File: config.mk
export PLATFORM = sky130hd
export DESIGN_NAME = pfrr_ctrl
export DESIGN_NICKNAME = d
export VERILOG_FILES = /design/src/rtl/core/pfrr_pkg.sv /design/src/rtl/core/pfrr_ctrl.sv
export SDC_FILE = /design/constraint.sdc
export NUM_CORES = 1
export LEC_CHECK = 0
export BUFFER_PORTS_ARGS = -buffer_cell sky130_fd_sc_hd__clkbuf_2
export CORE_AREA = 3 3 40 42
export DETAILED_ROUTE_END_ITERATION = 6
export DIE_AREA = 0 0 43 45
export PLACE_DENSITY_LB_ADDON = 0.08
export SETUP_SLACK_MARGIN = 0.5
export SKIP_LAST_GASP = 1
export SLEW_MARGIN = 20
export SYNTH_ARGS = -nofsm -noshare
export SYNTH_HDL_FRONTEND = slang
export SYNTH_SLANG_ARGS = --single-unit
export TNS_END_PERCENT = 100
File: constraint.sdc
create_clock -name clock -period 3 [get_ports clock]
set_input_delay 0.6 -clock clock [delete_from_list [all_inputs] [get_ports clock]]
set_output_delay 0.6 -clock clock [all_outputs]
set_load 0.1 [all_outputs]
File: src/rtl/core/pfrr_pkg.sv
// Shared types, constants and a helper function of the per-flow round-robin path selector.
// Used by the controller, the datapath and the top level; depends on nothing else.
`timescale 1ns / 1ps
`default_nettype none

package pfrr_pkg;

   localparam int MAX_PATHS    = 16;
   localparam int FLOW_ENTRIES = 1024;

   localparam int PATH_IDX_W = $clog2(MAX_PATHS);
   localparam int COUNT_W    = $clog2(MAX_PATHS + 1);
   localparam int FLOW_W     = $clog2(FLOW_ENTRIES);
   localparam int WEIGHT_W   = 8;
   localparam int ADDR_W     = 32;
   localparam int LFSR_W     = 16;
   localparam int DIV_CNT_W  = $clog2(LFSR_W);
   localparam int CMP_W      = (COUNT_W > WEIGHT_W) ? COUNT_W : WEIGHT_W;

   localparam logic [LFSR_W-1:0] LFSR_TAPS = 16'hB400;

   localparam int REQ_BITS    = FLOW_W + WEIGHT_W + ADDR_W;
   localparam int REQ_TDATA_W = ((REQ_BITS + 7) / 8) * 8;
   localparam int REQ_PAD_W   = REQ_TDATA_W - REQ_BITS;

   localparam int RSP_BITS    = ADDR_W + PATH_IDX_W + 1 + 2 + COUNT_W;
   localparam int RSP_TDATA_W = ((RSP_BITS + 7) / 8) * 8;
   localparam int RSP_PAD_W   = RSP_TDATA_W - RSP_BITS;

   typedef enum logic {
      OP_APPEND = 1'b0,
      OP_ROUTE  = 1'b1
   } opcode_type;

   typedef enum logic [1:0] {
      STATUS_OK    = 2'd0,
      STATUS_EMPTY = 2'd1,
      STATUS_TRUNC = 2'd2
   } status_type;

   // Packed structs list the highest field first.
   typedef struct packed {
      logic [REQ_PAD_W-1:0] pad;
      logic [ADDR_W-1:0]    address;
      logic [WEIGHT_W-1:0]  weight;
      logic [FLOW_W-1:0]    flow_id;
   } req_data_type;

   typedef struct packed {
      logic [RSP_PAD_W-1:0]  pad;
      logic [COUNT_W-1:0]    list_length;
      status_type            status;
      logic                  flow_known;
      logic [PATH_IDX_W-1:0] path_index;
      logic [ADDR_W-1:0]     core_address;
   } rsp_data_type;

   typedef struct packed {
      logic                  valid;
      logic [PATH_IDX_W-1:0] idx;
   } flow_entry_type;

   typedef struct packed {
      logic accept;
      logic clear_step;
      logic lookup;
      logic div_step;
      logic path_read;
      logic append_step;
      logic load_rsp;
   } ctrl_cmd_type;

   typedef struct packed {
      logic clear_last;
      logic empty;
      logic known;
      logic div_last;
      logic copies_zero;
      logic rsp_free;
   } dp_stat_type;

   // One step of the right-shifting Galois LFSR.
   function automatic logic [LFSR_W-1:0] lfsr_next(input logic [LFSR_W-1:0] value);
      logic [LFSR_W-1:0] shifted;
      shifted = value >> 1;
      return value[0] ? (shifted ^ LFSR_TAPS) : shifted;
   endfunction

endpackage

`default_nettype wire

File: src/rtl/core/pfrr_ctrl.sv
// Controller state machine of the path selector: sequences the flow-table clearing pass,
// appends, route lookups and the result hand-off. Depends on pfrr_pkg.
`timescale 1ns / 1ps
`default_nettype none

module pfrr_ctrl (
   input  logic                   clock,
   input  logic                   reset,
   input  logic                   req_tvalid,
   output logic                   req_tready,
   input  pfrr_pkg::opcode_type   req_opcode,
   input  pfrr_pkg::dp_stat_type  stat,
   output pfrr_pkg::ctrl_cmd_type cmd
);
   import pfrr_pkg::*;

   typedef enum logic [2:0] {
      ST_CLEAR,
      ST_IDLE,
      ST_APPEND,
      ST_FLOW_RD,
      ST_LOOKUP,
      ST_DIVIDE,
      ST_PATH_RD,
      ST_DONE
   } state_type;

   state_type state_ff;
   state_type state_in;

   always_comb begin
      state_in = state_ff;
      cmd      = '0;
      unique case (state_ff)
         ST_CLEAR: begin
            cmd.clear_step = 1'b1;
            if (stat.clear_last) state_in = ST_IDLE;
         end
         ST_IDLE: begin
            if (req_tvalid) begin
               cmd.accept = 1'b1;
               state_in   = (req_opcode == OP_ROUTE) ? ST_FLOW_RD : ST_APPEND;
            end
         end
         ST_APPEND: begin
            if (stat.copies_zero) begin
               state_in = ST_DONE;
            end else begin
               cmd.append_step = 1'b1;
            end
         end
         ST_FLOW_RD: begin
            state_in = ST_LOOKUP;
         end
         ST_LOOKUP: begin
            cmd.lookup = 1'b1;
            if (stat.empty) begin
               state_in = ST_DONE;
            end else if (stat.known) begin
               state_in = ST_PATH_RD;
            end else begin
               state_in = ST_DIVIDE;
            end
         end
         ST_DIVIDE: begin
            cmd.div_step = 1'b1;
            if (stat.div_last) state_in = ST_PATH_RD;
         end
         ST_PATH_RD: begin
            cmd.path_read = 1'b1;
            state_in      = ST_DONE;
         end
         ST_DONE: begin
            if (stat.rsp_free) begin
               cmd.load_rsp = 1'b1;
               state_in     = ST_IDLE;
            end
         end
         default: begin
            state_in = ST_CLEAR;
         end
      endcase
   end

   always_ff @(posedge clock) begin
      if (reset) begin
         state_ff <= ST_CLEAR;
      end else begin
         state_ff <= state_in;
      end
   end

   assign req_tready = (state_ff == ST_IDLE);

endmodule

`default_nettype wire

==> results.toml <==
[worst_setup_path]
cp_max_fo = 16
endpoint_kind = "output port"
worstReg2RegEnd = "state_ff[1]"
required_ps = 2400
start_kind = "flop"
reg2reg_from = "state_ff[0]"
cp_data_arrival_time_ps = 1690
r2r_slack_ps = 1520
rr_worst_depth = 4
path_class = "reg2out"

[placed_design]
place_congestion = 0.734
port_buffers = 17
placed_area_um2 = 397

[final_layout]
n_antenna_cell = 0
stdcell_area_um2 = 423
largest-register = "state_ff"
largestRegisters = "state_ff x3"
fillers = 146
syn2layout_area_growth_pct = 42.0
drive_above_1_share_pct = 43.3
largest_reg_flops = 3
final_nets = 71

[cts]
htree_levels = 1
clock-root-buffer = "clkbuf_4"
cts_tree = "yes"
cts_buffer_depth = 2
cts_made_buffers = 3
clkLatencyLatePin_ps = 230
ctsResizeCount = 0
clkSinkCount = 3
clk_pin_slew_ps = 40
postCtsSetupRepairBufs = 0
ctsHoldBuffers = 0

[global_routing]
grt_pass1_wl_um = 1350
gr-total-overflow = 0
grt_pass1_vias = 326
antenna_found_initial = 0
grt_max_degree = 17
groute.usage.overall_pct = 9.23

[worst_hold_path]
holdPathEnd = "state_ff[0]"
hold_path_depth = 2
hold_start = "reset"
hp-class = "in2reg"

[detailed_routing]
route.detailed.drc = 0
firstDrtPassIters = 5
drt_iter0_markers = 3
vias_per_cell = 4.76
num_vias = 357
wl_per_cell_um = 11.1
drtAntennaViolNets = 0
wirelength_um = 835

[synthesis]
yosys.area.top_type = "dfxtp_1"
avgSynthCellArea_um2 = 7.09
synth.area.top_cells = "dfxtp_1 20%, nor3_1 8.4%, o21ai_0 6.7%"
seq_area_frac_synth_pct = 20.2
synth_warnings = 0
synth_nets = 52
synth-main-ff-cell = "dfxtp_1"
ys_ff_latch = 3
synth_cell_type_count = 22
synth.top_cell.area_share_pct = 20.2
synth_edf_count = 0
syn-cell-area_um2 = 298
syn_inst = 42
synth_commonest_cells = "5 x nor3_1, 4 x nand2_1, 4 x o21ai_0"
async_reset_ff_share_pct = 0
yosysMostFrequentCell = "nor3_1"

[timing]
finalSetupViolations = 0
fmax_ghz = 0.436
fin_skew_ps = 1.01
grt_setup_unrepaired = "false"
min_period_ps = 2290
finalHoldViolations = 0
slew_headroom_pct = 63.8
slew_viol_final = 0
min_period_over_period_pct = 76.5
tightest_slew_ps = 545

[pwr]
powerDensity_mw_per_mm2 = 959
power_leakage_uw = 0.000185
total_power_uw = 406
p_switching_uw = 243
power_frac_comb_pct = 60.7
internal_power_uw = 162
peakVddDrop_mv = 0.383
seqPwrFrac_pct = 21.5
p_clk_share_pct = 17.8
switching_share_pct = 60.0

[die]
coreArea_mm2 = 0.00128
die-area_mm2 = 0.00194
start_util_pct = 23.2
die_y_um = 45
pin_count = 18
num_rows = 13
chipWidth_um = 43

[flow_run]
maxCapViolations = 0

[outcome]
status = "completed"
[per-stage QoR]
step	TNS, ps	setup slack (ps)	hold WS, ps	cells	util (%)
after CTS	0	695	575	75	32.9
after detailed placement	0	874	682	71	30.9
final	0	706	584	75	32.9
after floorplan	-643	-253	615	42	-
after global routing	0	585	586	75	32.9
after global placement	0	867	696	71	30.9
[metal layers]
metal | global-route usage, % | part of all wire, % | wire, um
met5 | 0 | 0 | 0
met4 | 1.81 | 0 | 0
met2 | 14.1 | 43 | 358
met3 | 4.78 | 13 | 106
met1 | 11.8 | 44 | 370
[worst max path at each step]
stage	start	to	slack, ps	cells past startpoint
global placement	stat[1]	cmd[1]	870	4
CTS	state_ff[0]	cmd[6]	690	3
finish	state_ff[0]	cmd[6]	710	3
floorplan	state_ff[1]	cmd[6]	-250	3
global route	state_ff[0]	cmd[6]	580	3
detailed placement	stat[1]	cmd[1]	870	4
[critical path, stage by stage (launching register included)]
cell and delay, ps:
dfxtp_1 600, nor3b_2 260, and2_1 140, clkbuf_2 440
[layout by cell type (no fill, tap or decap), types with 2 or more instances in the layout]
| cell | n |
|---|---|
| a21oi_1 | 2 |
| and2_1 | 2 |
| clkbuf_2 | 17 |
| clkbuf_4 | 3 |
| dfxtp_1 | 3 |
| nand2_1 | 4 |
| nand2b_1 | 2 |
| nor2_1 | 2 |
| nor2b_1 | 2 |
| nor3_1 | 5 |
| nor3b_2 | 2 |
| o21ai_0 | 4 |
[logic make-up after synthesis]
logic type	share of synthesized area [%]
AND/OR/NAND/NOR	41.2
AO/OA/AOI/OAI	26.5
buffers and inverters	7.14
flip-flops	20.2
multiplexers	5.04
[final cells by class]
cell class / instances / area (um2) / share of cell area [%]
sequential: 3 / 60.1 / 14.2
timing repair buffer: 17 / 85.1 / 20.1
inverter: 1 / 3.75 / 0.888
tap: 15 / 18.8 / 4.44
multi-input combinational: 35 / 229 / 54.1
clock buffer: 4 / 26.3 / 6.21
[power by group through the flow]
| stage | logic (uW) | clock network (uW) | registers [uW] |
|---|---|---|---|
| global placement | 249 | 0 | 89.6 |
| CTS | 248 | 75.0 | 87.1 |
| finish | 246 | 72.1 | 87.2 |
| floorplan | 243 | 0 | 60.1 |
| detailed placement | 248 | 0 | 87.5 |
| global route | 261 | 80.4 | 92.7 |
Note: power is estimated with default switching activity, not from simulation.
